--- src/hw/rtl/pfd_pkg.sv ---
// ----------------------------------------------------------------------------
// pfd_pkg
// Shared types and constants for the packed repeated field decoder.
// ----------------------------------------------------------------------------
package pfd_pkg;

    localparam int VALUE_W = 64;
    localparam int FIELD_W = 29;
    localparam int COUNT_W = 17;
    localparam int KIND_W  = 3;
    localparam int POS_W   = 4;

    localparam int DEFAULT_MAX_VARINT_BYTES = 10;
    localparam int DEFAULT_MAX_ELEMENTS     = 65536;
    localparam int QUEUE_DEPTH              = 4;

    localparam int FIXED32_BYTES = 4;
    localparam int FIXED64_BYTES = 8;

    // element_kind codes on the input word
    localparam logic [KIND_W-1:0] KIND_FIXED32  = 3'd0;
    localparam logic [KIND_W-1:0] KIND_FIXED64  = 3'd1;
    localparam logic [KIND_W-1:0] KIND_VARINT   = 3'd2;
    localparam logic [KIND_W-1:0] KIND_ZIGZAG32 = 3'd3;
    localparam logic [KIND_W-1:0] KIND_ZIGZAG64 = 3'd4;

    // classified kind carried through the queue
    typedef enum logic [2:0] {
        CLS_FIXED32,
        CLS_FIXED64,
        CLS_VARINT,
        CLS_ZIGZAG32,
        CLS_ZIGZAG64,
        CLS_BAD
    } cls_t;

    typedef struct packed {
        logic [7:0]         data_byte;
        cls_t               cls;
        logic [FIELD_W-1:0] field_number;
        logic               last;
    } entry_t;

    typedef struct packed {
        logic full;
        logic empty;
    } q_status_t;

endpackage

--- src/hw/rtl/pfd_if.sv ---
// ----------------------------------------------------------------------------
// pfd_if
// Valid/ready channels for input bytes and decoded result words.
// ----------------------------------------------------------------------------
interface pfd_byte_if;
    logic                        valid;
    logic                        ready;
    logic [7:0]                  data_byte;
    logic [pfd_pkg::KIND_W-1:0]  element_kind;
    logic [pfd_pkg::FIELD_W-1:0] field_number;
    logic                        end_of_field;

    modport source (output valid, output data_byte, output element_kind,
                    output field_number, output end_of_field, input ready);
    modport sink   (input valid, input data_byte, input element_kind,
                    input field_number, input end_of_field, output ready);
endinterface

interface pfd_result_if;
    logic                        valid;
    logic                        ready;
    logic [pfd_pkg::VALUE_W-1:0] element_value;
    logic [pfd_pkg::FIELD_W-1:0] result_field;
    logic                        value_valid;
    logic                        decode_error;
    logic                        field_done;
    logic [pfd_pkg::COUNT_W-1:0] element_count;

    modport source (output valid, output element_value, output result_field,
                    output value_valid, output decode_error, output field_done,
                    output element_count, input ready);
    modport sink   (input valid, input element_value, input result_field,
                    input value_valid, input decode_error, input field_done,
                    input element_count, output ready);
endinterface

--- src/hw/rtl/pfd_front.sv ---
// ----------------------------------------------------------------------------
// pfd_front
// Accepts input bytes, classifies the element kind and pushes them to the
// queue.
// ----------------------------------------------------------------------------
module pfd_front (
    pfd_byte_if.sink              byte_stream,
    input  pfd_pkg::q_status_t    status,
    output logic                  push,
    output pfd_pkg::entry_t       push_entry
);

    pfd_pkg::cls_t cls;

    always_comb
    begin
        unique case (byte_stream.element_kind)
            pfd_pkg::KIND_FIXED32:  cls = pfd_pkg::CLS_FIXED32;
            pfd_pkg::KIND_FIXED64:  cls = pfd_pkg::CLS_FIXED64;
            pfd_pkg::KIND_VARINT:   cls = pfd_pkg::CLS_VARINT;
            pfd_pkg::KIND_ZIGZAG32: cls = pfd_pkg::CLS_ZIGZAG32;
            pfd_pkg::KIND_ZIGZAG64: cls = pfd_pkg::CLS_ZIGZAG64;
            default:                cls = pfd_pkg::CLS_BAD;
        endcase
    end

    assign byte_stream.ready = !status.full;
    assign push              = byte_stream.valid && !status.full;

    assign push_entry.data_byte    = byte_stream.data_byte;
    assign push_entry.cls          = cls;
    assign push_entry.field_number = byte_stream.field_number;
    assign push_entry.last         = byte_stream.end_of_field;

endmodule

--- src/hw/rtl/pfd_queue.sv ---
// ----------------------------------------------------------------------------
// pfd_queue
// Short FIFO of classified bytes between the front and back parts.
// ----------------------------------------------------------------------------
module pfd_queue #(
    parameter int DEPTH = pfd_pkg::QUEUE_DEPTH
) (
    input  logic                clk,
    input  logic                rst_n,
    input  logic                push,
    input  pfd_pkg::entry_t     push_entry,
    input  logic                pop,
    output pfd_pkg::entry_t     pop_entry,
    output pfd_pkg::q_status_t  status
);

    localparam int PTR_W = (DEPTH > 1) ? $clog2(DEPTH) : 1;
    localparam int CNT_W = $clog2(DEPTH + 1);

    pfd_pkg::entry_t  slots_reg [DEPTH];
    logic [PTR_W-1:0] wr_ptr_reg, wr_ptr_next;
    logic [PTR_W-1:0] rd_ptr_reg, rd_ptr_next;
    logic [CNT_W-1:0] count_reg, count_next;

    always_comb
    begin
        wr_ptr_next = wr_ptr_reg;
        rd_ptr_next = rd_ptr_reg;
        count_next  = count_reg;
        if (push)
        begin
            wr_ptr_next = (wr_ptr_reg == PTR_W'(DEPTH - 1)) ? '0 : wr_ptr_reg + 1'b1;
        end
        if (pop)
        begin
            rd_ptr_next = (rd_ptr_reg == PTR_W'(DEPTH - 1)) ? '0 : rd_ptr_reg + 1'b1;
        end
        if (push && !pop)
        begin
            count_next = count_reg + 1'b1;
        end
        else if (pop && !push)
        begin
            count_next = count_reg - 1'b1;
        end
    end

    always_ff @(posedge clk or negedge rst_n)
    begin
        if (!rst_n)
        begin
            wr_ptr_reg <= '0;
            rd_ptr_reg <= '0;
            count_reg  <= '0;
        end
        else
        begin
            wr_ptr_reg <= wr_ptr_next;
            rd_ptr_reg <= rd_ptr_next;
            count_reg  <= count_next;
        end
    end

    always_ff @(posedge clk)
    begin
        if (push)
        begin
            slots_reg[wr_ptr_reg] <= push_entry;
        end
    end

    assign pop_entry    = slots_reg[rd_ptr_reg];
    assign status.full  = (count_reg == CNT_W'(DEPTH));
    assign status.empty = (count_reg == '0);

endmodule

--- src/hw/rtl/pfd_back.sv ---
// ----------------------------------------------------------------------------
// pfd_back
// Assembles elements from queued bytes, tracks the element count and error
// state, and holds the result word in an output register.
// ----------------------------------------------------------------------------
module pfd_back #(
    parameter int MAX_VARINT_BYTES = pfd_pkg::DEFAULT_MAX_VARINT_BYTES,
    parameter int MAX_ELEMENTS     = pfd_pkg::DEFAULT_MAX_ELEMENTS
) (
    input  logic                clk,
    input  logic                rst_n,
    input  pfd_pkg::q_status_t  status,
    input  pfd_pkg::entry_t     head,
    output logic                pop,
    pfd_result_if.source        element_stream
);

    localparam int VW  = pfd_pkg::VALUE_W;
    localparam int PW  = pfd_pkg::POS_W;
    localparam int CW  = $clog2(MAX_ELEMENTS + 1);

    logic [VW-1:0] assembly_reg, assembly_next;
    logic [PW-1:0] pos_reg, pos_next;
    logic [CW-1:0] count_reg, count_next;
    logic          failed_reg, failed_next;

    logic                        out_valid_reg, out_valid_next;
    logic [VW-1:0]               value_reg;
    logic [pfd_pkg::FIELD_W-1:0] field_reg;
    logic                        have_reg;
    logic                        error_reg;
    logic                        done_reg;
    logic [pfd_pkg::COUNT_W-1:0] count_out_reg;

    logic [PW-1:0] pos_inc;
    logic [6:0]    pos_x8;
    logic [6:0]    pos_x7;
    logic [VW-1:0] fixed_or;
    logic [VW-1:0] varint_or;
    logic [VW-1:0] merged;
    logic [VW-1:0] value;
    logic          have;
    logic          emit;
    logic          err;

    function automatic logic [VW-1:0] unzig32(input logic [VW-1:0] raw);
        logic [31:0] u;
        logic [31:0] r;
        u = raw[31:0];
        r = (u >> 1) ^ {32{u[0]}};
        return {{32{r[31]}}, r};
    endfunction

    function automatic logic [VW-1:0] unzig64(input logic [VW-1:0] raw);
        return (raw >> 1) ^ {VW{raw[0]}};
    endfunction

    assign pop = !status.empty && (!out_valid_reg || element_stream.ready);

    assign pos_inc   = pos_reg + 1'b1;
    assign pos_x8    = {pos_reg, 3'b000};
    assign pos_x7    = pos_x8 - {3'b000, pos_reg};
    // fixed kinds: 8 bits per byte; varints: 7 bits per byte, low group first
    assign fixed_or  = (pos_reg < PW'(8))
                     ? ({{(VW-8){1'b0}}, head.data_byte} << pos_x8[5:0]) : '0;
    assign varint_or = (pos_reg < PW'(10))
                     ? ({{(VW-7){1'b0}}, head.data_byte[6:0]} << pos_x7[5:0]) : '0;

    always_comb
    begin
        assembly_next = assembly_reg;
        pos_next      = pos_reg;
        count_next    = count_reg;
        failed_next   = failed_reg;
        have          = 1'b0;
        value         = '0;
        merged        = assembly_reg;

        if (pop && !failed_reg)
        begin
            unique case (head.cls) inside
                pfd_pkg::CLS_FIXED32:
                begin
                    merged        = assembly_reg | fixed_or;
                    assembly_next = merged;
                    pos_next      = pos_inc;
                    have          = (pos_inc >= PW'(pfd_pkg::FIXED32_BYTES));
                    value         = {32'd0, merged[31:0]};
                end
                pfd_pkg::CLS_FIXED64:
                begin
                    merged        = assembly_reg | fixed_or;
                    assembly_next = merged;
                    pos_next      = pos_inc;
                    have          = (pos_inc >= PW'(pfd_pkg::FIXED64_BYTES));
                    value         = merged;
                end
                pfd_pkg::CLS_VARINT, pfd_pkg::CLS_ZIGZAG32, pfd_pkg::CLS_ZIGZAG64:
                begin
                    merged        = assembly_reg | varint_or;
                    assembly_next = merged;
                    pos_next      = pos_inc;
                    have          = !head.data_byte[7];
                    if (head.cls == pfd_pkg::CLS_ZIGZAG32)
                    begin
                        value = unzig32(merged);
                    end
                    else if (head.cls == pfd_pkg::CLS_ZIGZAG64)
                    begin
                        value = unzig64(merged);
                    end
                    else
                    begin
                        value = merged;
                    end
                    if (head.data_byte[7] && pos_inc >= PW'(MAX_VARINT_BYTES))
                    begin
                        failed_next = 1'b1;
                    end
                end
                default:
                begin
                    failed_next = 1'b1;
                end
            endcase

            if (have)
            begin
                assembly_next = '0;
                pos_next      = '0;
                if (count_reg < CW'(MAX_ELEMENTS))
                begin
                    count_next = count_reg + 1'b1;
                end
            end
        end

        emit = pop && (have || head.last);
        err  = head.last && (failed_next || pos_next != '0);

        if (!out_valid_reg || element_stream.ready)
        begin
            out_valid_next = emit;
        end
        else
        begin
            out_valid_next = out_valid_reg;
        end
    end

    always_ff @(posedge clk or negedge rst_n)
    begin
        if (!rst_n)
        begin
            assembly_reg  <= '0;
            pos_reg       <= '0;
            count_reg     <= '0;
            failed_reg    <= 1'b0;
            out_valid_reg <= 1'b0;
        end
        else
        begin
            out_valid_reg <= out_valid_next;
            if (pop && head.last)
            begin
                // field ends: back to a clean state for the next one
                assembly_reg <= '0;
                pos_reg      <= '0;
                count_reg    <= '0;
                failed_reg   <= 1'b0;
            end
            else
            begin
                assembly_reg <= assembly_next;
                pos_reg      <= pos_next;
                count_reg    <= count_next;
                failed_reg   <= failed_next;
            end
        end
    end

    always_ff @(posedge clk)
    begin
        if (emit)
        begin
            value_reg     <= have ? value : '0;
            field_reg     <= head.field_number;
            have_reg      <= have;
            error_reg     <= err;
            done_reg      <= head.last;
            count_out_reg <= pfd_pkg::COUNT_W'(count_next);
        end
    end

    assign element_stream.valid         = out_valid_reg;
    assign element_stream.element_value = value_reg;
    assign element_stream.result_field  = field_reg;
    assign element_stream.value_valid   = have_reg;
    assign element_stream.decode_error  = error_reg;
    assign element_stream.field_done    = done_reg;
    assign element_stream.element_count = count_out_reg;

    a_pos_bound: assert property (@(posedge clk) disable iff (!rst_n)
        pos_reg <= PW'(MAX_VARINT_BYTES))
        else $error("byte position beyond varint limit");

    a_count_sat: assert property (@(posedge clk) disable iff (!rst_n)
        count_reg <= CW'(MAX_ELEMENTS))
        else $error("element count beyond saturation");

    a_failed_quiet: assert property (@(posedge clk) disable iff (!rst_n)
        pop && failed_reg |-> !have)
        else $error("element completed after failure");

    a_field_clear: assert property (@(posedge clk) disable iff (!rst_n)
        pop && head.last |=> pos_reg == '0 && count_reg == '0 && !failed_reg)
        else $error("state not cleared at end of field");

    a_pop_needs_room: assert property (@(posedge clk) disable iff (!rst_n)
        out_valid_reg && !element_stream.ready |-> !pop)
        else $error("pop while result word is stalled");

endmodule

--- src/hw/rtl/packed_field_decoder.sv ---
// ----------------------------------------------------------------------------
// packed_field_decoder
// Decoder for the payload of one packed repeated field, one byte per word.
// ----------------------------------------------------------------------------
// byte_stream carries one payload byte per word with its element kind,
// field number and an end-of-field flag. element_stream carries a word for
// every completed element and for every last byte of a field; both happen
// on one word when the last byte completes an element.
// An accepted byte is written into the queue, then from the queue head into
// the output register, where its result word can be taken. One byte is
// taken per cycle while the queue has room, set by the single assembly
// register in the back part, which merges one byte per cycle unless stalled.
// A four-word queue separates the front (classify) and back (assemble)
// parts. When element_stream stalls, the held result stays put, the back
// part stops draining the queue and byte_stream.ready drops once the
// queue fills. Bytes that make no result still need a free output register
// to pass.
// Reset clears the queue, the output valid flag and the field state; the
// block is ready for bytes as soon as reset is released.
// ----------------------------------------------------------------------------
module packed_field_decoder #(
    parameter int MAX_VARINT_BYTES = pfd_pkg::DEFAULT_MAX_VARINT_BYTES,
    parameter int MAX_ELEMENTS     = pfd_pkg::DEFAULT_MAX_ELEMENTS
) (
    input  logic          clk,
    input  logic          rst_n,
    pfd_byte_if.sink      byte_stream,
    pfd_result_if.source  element_stream
);

    pfd_pkg::q_status_t status;
    pfd_pkg::entry_t    push_entry;
    pfd_pkg::entry_t    head;
    logic               push;
    logic               pop;

    pfd_front u_front (
        .byte_stream (byte_stream),
        .status      (status),
        .push        (push),
        .push_entry  (push_entry)
    );

    pfd_queue #(
        .DEPTH (pfd_pkg::QUEUE_DEPTH)
    ) u_queue (
        .clk        (clk),
        .rst_n      (rst_n),
        .push       (push),
        .push_entry (push_entry),
        .pop        (pop),
        .pop_entry  (head),
        .status     (status)
    );

    pfd_back #(
        .MAX_VARINT_BYTES (MAX_VARINT_BYTES),
        .MAX_ELEMENTS     (MAX_ELEMENTS)
    ) u_back (
        .clk            (clk),
        .rst_n          (rst_n),
        .status         (status),
        .head           (head),
        .pop            (pop),
        .element_stream (element_stream)
    );

endmodule

--- src/flat_wrapper.sv ---
// flat-port wrapper written by rule: the top's interface ports become plain ports
module packed_field_decoder_flat 
#(
    parameter int MAX_VARINT_BYTES = pfd_pkg::DEFAULT_MAX_VARINT_BYTES,
    parameter int MAX_ELEMENTS     = pfd_pkg::DEFAULT_MAX_ELEMENTS
)
  (clk, rst_n, byte_stream_valid, byte_stream_data_byte, byte_stream_element_kind, byte_stream_field_number, byte_stream_end_of_field, byte_stream_ready, element_stream_valid, element_stream_element_value, element_stream_result_field, element_stream_value_valid, element_stream_decode_error, element_stream_field_done, element_stream_element_count, element_stream_ready);
  pfd_byte_if byte_stream_i ();
  pfd_result_if element_stream_i ();
  input  logic clk;
  input  logic rst_n;
  input wire logic [$bits(byte_stream_i.valid)-1:0] byte_stream_valid;
  input wire logic [$bits(byte_stream_i.data_byte)-1:0] byte_stream_data_byte;
  input wire logic [$bits(byte_stream_i.element_kind)-1:0] byte_stream_element_kind;
  input wire logic [$bits(byte_stream_i.field_number)-1:0] byte_stream_field_number;
  input wire logic [$bits(byte_stream_i.end_of_field)-1:0] byte_stream_end_of_field;
  output wire logic [$bits(byte_stream_i.ready)-1:0] byte_stream_ready;
  output wire logic [$bits(element_stream_i.valid)-1:0] element_stream_valid;
  output wire logic [$bits(element_stream_i.element_value)-1:0] element_stream_element_value;
  output wire logic [$bits(element_stream_i.result_field)-1:0] element_stream_result_field;
  output wire logic [$bits(element_stream_i.value_valid)-1:0] element_stream_value_valid;
  output wire logic [$bits(element_stream_i.decode_error)-1:0] element_stream_decode_error;
  output wire logic [$bits(element_stream_i.field_done)-1:0] element_stream_field_done;
  output wire logic [$bits(element_stream_i.element_count)-1:0] element_stream_element_count;
  input wire logic [$bits(element_stream_i.ready)-1:0] element_stream_ready;
  assign byte_stream_i.valid = byte_stream_valid;
  assign byte_stream_i.data_byte = byte_stream_data_byte;
  assign byte_stream_i.element_kind = byte_stream_element_kind;
  assign byte_stream_i.field_number = byte_stream_field_number;
  assign byte_stream_i.end_of_field = byte_stream_end_of_field;
  assign byte_stream_ready = byte_stream_i.ready;
  assign element_stream_valid = element_stream_i.valid;
  assign element_stream_element_value = element_stream_i.element_value;
  assign element_stream_result_field = element_stream_i.result_field;
  assign element_stream_value_valid = element_stream_i.value_valid;
  assign element_stream_decode_error = element_stream_i.decode_error;
  assign element_stream_field_done = element_stream_i.field_done;
  assign element_stream_element_count = element_stream_i.element_count;
  assign element_stream_i.ready = element_stream_ready;
  packed_field_decoder #(.MAX_VARINT_BYTES(MAX_VARINT_BYTES), .MAX_ELEMENTS(MAX_ELEMENTS)) u_core (.clk(clk), .rst_n(rst_n), .byte_stream(byte_stream_i), .element_stream(element_stream_i));
endmodule
--- config.mk ---
export PLATFORM = sky130hd
export DESIGN_NAME = packed_field_decoder_flat
export DESIGN_NICKNAME = d
export VERILOG_FILES = /design/src/hw/rtl/pfd_pkg.sv /design/src/hw/rtl/pfd_if.sv /design/src/hw/rtl/pfd_front.sv /design/src/hw/rtl/pfd_queue.sv /design/src/hw/rtl/pfd_back.sv /design/src/hw/rtl/packed_field_decoder.sv /design/src/flat_wrapper.sv
export SDC_FILE = /design/constraint.sdc
export NUM_CORES = 1
export LEC_CHECK = 0
export BUFFER_PORTS_ARGS = -buffer_cell sky130_fd_sc_hd__buf_2
export CELL_PAD_IN_SITES_DETAIL_PLACEMENT = 0
export CELL_PAD_IN_SITES_GLOBAL_PLACEMENT = 1
export CORE_MARGIN = 5
export CORE_UTILIZATION = 45
export CTS_CLUSTER_DIAMETER = 100
export DETAILED_ROUTE_END_ITERATION = 10
export PLACE_DENSITY = 0.84
export SLEW_MARGIN = 20
export SYNTH_ARGS = -nofsm -noshare
export SYNTH_HDL_FRONTEND = slang
export SYNTH_SLANG_ARGS = --single-unit
export TNS_END_PERCENT = 10
--- constraint.sdc ---
create_clock -name clk -period 8.01 [get_ports clk]
set_clock_uncertainty 0.1 [all_clocks]
set_input_delay 0.4005 -clock clk [delete_from_list [all_inputs] [get_ports clk]]
set_output_delay 0.4005 -clock clk [all_outputs]
set_load 0.02 [all_outputs]
# Word level (Yosys, flattened, before mapping)
# Memory sizes are Yosys's and may differ from the RTL's.
# Index checks and enable logic that the tools add are counted.
# op_classes
muxes,31
n_addsub,7
shifts,2
n_eq_ne,11
bitwise_logic,4
magnitude_cmp,6
n_reduce_logical,31
# ops
op,count
two-way mux 64 bit,7
case mux 64 bit (3 select lines),1
OR 64 bit,2
case mux 64 bit (2 select lines),1
two-way mux 17 bit,4
<< shifter 7 x 6 -> 64 bit,1
<< shifter 8 x 6 -> 64 bit,1
XOR 63 x 64 -> 64 bit,1
XOR 31 x 32 -> 32 bit,1
adder 17 x 1 -> 17 bit (second input constant),1
less-than comparator 17 bit (second input constant),1
two-way mux 4 bit,4
case mux 3 bit (5 select lines),1
== test 3 x 2 -> 1 bit (second input constant),4
== test 3 bit (second input constant),3
logical AND 1 bit,9
logical NOT 3 bit,3
greater-or-equal comparator 4 bit (second input constant),2
less-than comparator 4 bit (second input constant),2
nonzero test 4 bit,2
logical NOT 1 bit,7
two-way mux 1 bit,7
== test 3 x 1 -> 1 bit (second input constant),2
two-way mux 3 bit,2
other kinds (16),23
# totals
ramBits,164
regBits,207
memories,1
# memory_table
memory,depth,width,rd,rd_ports_with_merged_regs,wr,line,source
u_core.u_queue.slots_reg,4,41,1,0,1,pfd_queue.sv:20,pfd_pkg::entry_t slots_reg [DEPTH];

# Longest topological paths before layout
# logic_depth
word_depth,10
depth_mapped,16
mapped_depth_nobuf,10

# Hierarchy
# From an unflattened synthesis, not the netlist that was laid out.
# hier_totals
cells_unflattened,1549
hier_area_um2,18531.5
# by_module_without_submodules
mod,cells_per_inst,seq_area_each_um2,instances,area_per_inst_um2
pfd_back,1254,5570.3,1,11832.6
pfd_queue,252,5099.9,1,6386.1
pfd_front,43,0.0,1,312.8

# Least setup slack after synthesis
# No wires, ideal clock.
# synth_timing
path_kind,reg2reg
start,register u_core.u_queue.rd_ptr_reg[0]
end,"register u_core.u_back.error_reg (netlist: u_core.u_back.element_stream.decode_error), enable pin"
setup_slack_ns,4.174
period_less_slack_ns,3.836
arrival_time_ns,3.316
stages_incl_launch_ff,10
setup_time_ns,0.420
required_time_ns,7.490
path_cell_list,dfrtp_1 buf_6 mux4_2 or3b_1 clkbuf_1 a21oi_2 o21ai_2 inv_2 nor2_1 inv_2
# synth_via
elab_chain_cells,8
elab_cells_between_ends,13
# synth_rtl
item,line,source
"start, declared",pfd_queue.sv:22,"logic [PTR_W-1:0] rd_ptr_reg, rd_ptr_next;"
"start signal, assigned",pfd_queue.sv:59,rd_ptr_reg <= rd_ptr_next;
memory (4 x 41 bit) *,n/a,
== test 3 x 2 -> 1 bit (no line) or == test 3 bit (tied branches),n/a,
OR reduction 3 bit,pfd_back.sv:81,unique case (head.cls) inside
case mux 1 bit (3 select lines),pfd_back.sv:81,
two-way mux 1 bit (2 in series),pfd_back.sv:79,if (pop && !failed_reg)
logical OR 1 bit *,pfd_back.sv:138,emit = pop && (have || head.last);
logical AND 1 bit *,pfd_back.sv:138,
named net u_core.u_back.emit,pfd_back.sv:43,logic emit;
"end signal, assigned",pfd_back.sv:189,error_reg <= err;
"end, declared",pfd_back.sv:31,logic error_reg;
# The timed path passes the listed nets; every way through them passes the cells marked *. The select of a mux whose other input is x is not followed.
# A chain may end at the register's enable or synchronous reset.

# Worst setup path after layout
# layout_timing
start,register u_core.u_queue.rd_ptr_reg[1]
end,"register u_core.u_back.count_out_reg, in the netlist u_core.u_back.element_stream.element_count[7], enable pin"
# layout_via
elab_chain_cells,8
elab_cells_between_ends,13
# layout_rtl
item,line,source
memory (4 x 41 bit) *,n/a,
== test 3 x 2 -> 1 bit (no line) or == test 3 bit (tied branches),n/a,
OR reduction 3 bit,pfd_back.sv:81,
case mux 1 bit (3 select lines),pfd_back.sv:81,
two-way mux 1 bit (2 in series),pfd_back.sv:79,
logical OR 1 bit *,pfd_back.sv:138,
logical AND 1 bit *,pfd_back.sv:138,
named net u_core.u_back.emit,pfd_back.sv:43,
"end signal, assigned",pfd_back.sv:191,count_out_reg <= pfd_pkg::COUNT_W'(count_next);
"end, declared",pfd_back.sv:33,logic [pfd_pkg::COUNT_W-1:0] count_out_reg;
# Marked as above.

==> impl_metrics.tcl <==
set metrics [dict create \
    synth_edf_count 277 \
    worstMarginPinSlew_ns 1.32 \
    fp.dieArea_um2 44600 \
    worstSetupPathType "reg -> reg" \
    finalSetupViolations 0 \
    antenna_found_initial 1 \
    synth.most_common_cell "edfxtp_1" \
    gp_congestion 0.987 \
    crit_path_start_kind "flop" \
    grt_util_met2 0.392 \
    instances_no_fill 2234 \
    synth_nets 1562 \
    vias 14200 \
    yosys.area.top_type "edfxtp_1" \
    synth_common_cells "edfxtp_1 (277), nand2_1 (139), a21oi_1 (112)" \
    cts_resized 0 \
    clkTransAtPathRegs_ns 0.06 \
    drt-total-wl_um 58000 \
    die_y_um 211 \
    via_per_inst 6.36 \
    numPortBuffers 159 \
    cts-hold-fix-buffers 40 \
    postSynthAreaPerCell_um2 12.1 \
    cts_tree "yes" \
    slew-limit-headroom 0.121 \
    maxSlewViolCount 0 \
    drive_above_1_share 0.204 \
    ys.flop_type "edfxtp_1" \
    reg2reg_depth 10 \
    clock_sinks 371 \
    async_flop_share 0.253 \
    pin_count 160 \
    crit_fanout 52 \
    drv_cap 0 \
    htree_levels 2 \
    rows 73 \
    die_w_um 211 \
    synth_area_leaders "edfxtp_1 (46%), dfrtp_1 (13%), mux4_2 (5.9%)" \
    drc 0 \
    ys_warn_count 0 \
    seq_area_frac_synth 0.586 \
    grt_busiest_layer "met2" \
    rr_startpoint "u_core.u_queue.rd_ptr_reg[1]$_DFFE_PN0P_" \
    start_util 0.456 \
    grt_pass1_vias 13700 \
    rrSetupSlack_ns 2.96 \
    grt-ovfl-total 0 \
    min_from "byte_stream_element_kind[0]" \
    grt_max_degree 70 \
    hp-class "in -> reg" \
    use_met3 0.0752 \
    outcome "finished, final reports clean" \
    grt_pass1_wl_um 87400 \
    hold_depth 2 \
    grt_use_total 0.256 \
    tns_ns 0 \
    worst_setup_path_end_kind "flop" \
    core_um2 39900 \
    post-dp-hpwl_um 37900 \
    placed_cells 2117 \
    hold_path_end "u_core.u_queue.slots_reg[2][30]$_DFFE_PP_" \
    cts_buffers 41 \
    syn-cell-area_um2 18200 \
    synthToLayoutAreaGrowth_pct 17.0 \
    fmax_mhz 198 \
    period_minus_slack_ns 5.05 \
    cts_root_buffer "clkbuf_16" \
    largest_register_ffs 164 \
    grt.met1_usage 0.346 \
    critPathRequiredTime_ns 8.12 \
    syn_inst 1506 \
    synth_top_area_frac 0.457 \
    holdWs_ns 0.0822 \
    hold_viol_final 0 \
    cts_buffer_depth 3 \
    rsz0062_at_grt "false" \
    arrival_ns 5.16 \
    first_pass_iters 5 \
    fin_nets 1731 \
    final_antenna_net_count 0 \
    worst_r2r_endpoint "u_core.u_back.element_stream.element_count[7]$_DFFE_PP_" \
    drt_iter0_drc 1794 \
    finalCritPeriodShare 0.630 \
    wire_per_inst_um 26.0 \
    synth_cell_types 88 \
    ys_ff_latch 371 \
    clock_latency_ns 0.59 \
    post_cts_buffers 0 \
]
-- layout by cell type, fill, tap and decap left out, drive strengths merged, types with 10 or more instances in the layout --
cell type and instances:
a221oi 10, dlygate4sd3 40, clkinv 17, a31oi 24, nand2 141, ha 10
o211ai 12, nor3 27, dfrtp 94, inv 19, mux2i 28, and2 14
o21ai 114, a21o 17, nand3 31, o22ai 24, edfxtp 277, a22o 22
clkbuf 50, and3 21, buf 190, xnor2 44, a21boi 18, a22oi 11
o221ai 23, a21oi 114, nor2 109, mux4 48
-- critical path: stages (launching register included) --
cell and delay (ns):
dfrtp_2 0.49, buf_4 0.64, mux4_2 0.53, or3b_1 0.67
a21oi_2 0.35, o21ai_2 0.11, inv_2 0.32, nor2_1 0.09
buf_4 0.21, inv_4 0.49, buf_4 0.55
-- stage by stage --
step	cell area, µm²	util	setup WS [ns]
6_report	21300	0.534	2.96
3_5_place_dp	19500	0.488	3.02
4_1_cts	21300	0.534	2.99
5_1_grt	21300	0.534	2.76
3_3_place_gp	19500	0.488	3.10
2_1_floorplan	18200	-	4.17
-- worst max path at each step --
stage	startpoint	end	slack, ns	depth (start not counted)
2_1_floorplan	u_core.u_queue.rd_ptr_reg[0]$_DFFE_PN0P_	u_core.u_back.element_stream.decode_error$_DFFE_PP_	4.17	9
3_3_place_gp	u_core.u_queue.rd_ptr_reg[1]$_DFFE_PN0P_	u_core.u_back.element_stream.result_field[5]$_DFFE_PP_	3.10	10
3_5_place_dp	u_core.u_queue.rd_ptr_reg[1]$_DFFE_PN0P_	u_core.u_back.element_stream.result_field[3]$_DFFE_PP_	3.02	10
4_1_cts	u_core.u_queue.rd_ptr_reg[1]$_DFFE_PN0P_	u_core.u_back.element_stream.result_field[27]$_DFFE_PP_	2.99	10
5_1_grt	u_core.u_queue.rd_ptr_reg[1]$_DFFE_PN0P_	u_core.u_back.element_stream.element_count[11]$_DFFE_PP_	2.76	10
6_report	u_core.u_queue.rd_ptr_reg[1]$_DFFE_PN0P_	u_core.u_back.element_stream.element_count[7]$_DFFE_PP_	2.96	10
-- layer usage --
metal  up-vias  routed length, µm
met1      6959              22700
met4         0               2730
met5         -                  0
li1       6184                  -
met3       193               6200
met2       877              26400
-- cells by family after synthesis --
group	count (synthesis)	synth area share
AO/OA/AOI/OAI	470	0.171
AND/OR/NAND/NOR	397	0.101
flip-flops	371	0.586
buffers and inverters	121	0.0291
multiplexers	83	0.0791
XOR/XNOR	53	0.0255
adder cells (fa/ha/maj)	11	0.00797
-- area by class of cell --
type / count / area [µm²]
sequential: 371 / 10700
timing repair buffer: 230 / 1430
multi-input combinational: 1014 / 7050
clock buffer: 50 / 1090
fill: 3372 / 18600
tap: 525 / 657
antenna: 1 / 2.50
clock inverter: 26 / 337
inverter: 17 / 66.3
Power is not shown: default switching activity piles up to over one toggle a cycle in this logic, so the estimate is an artifact.
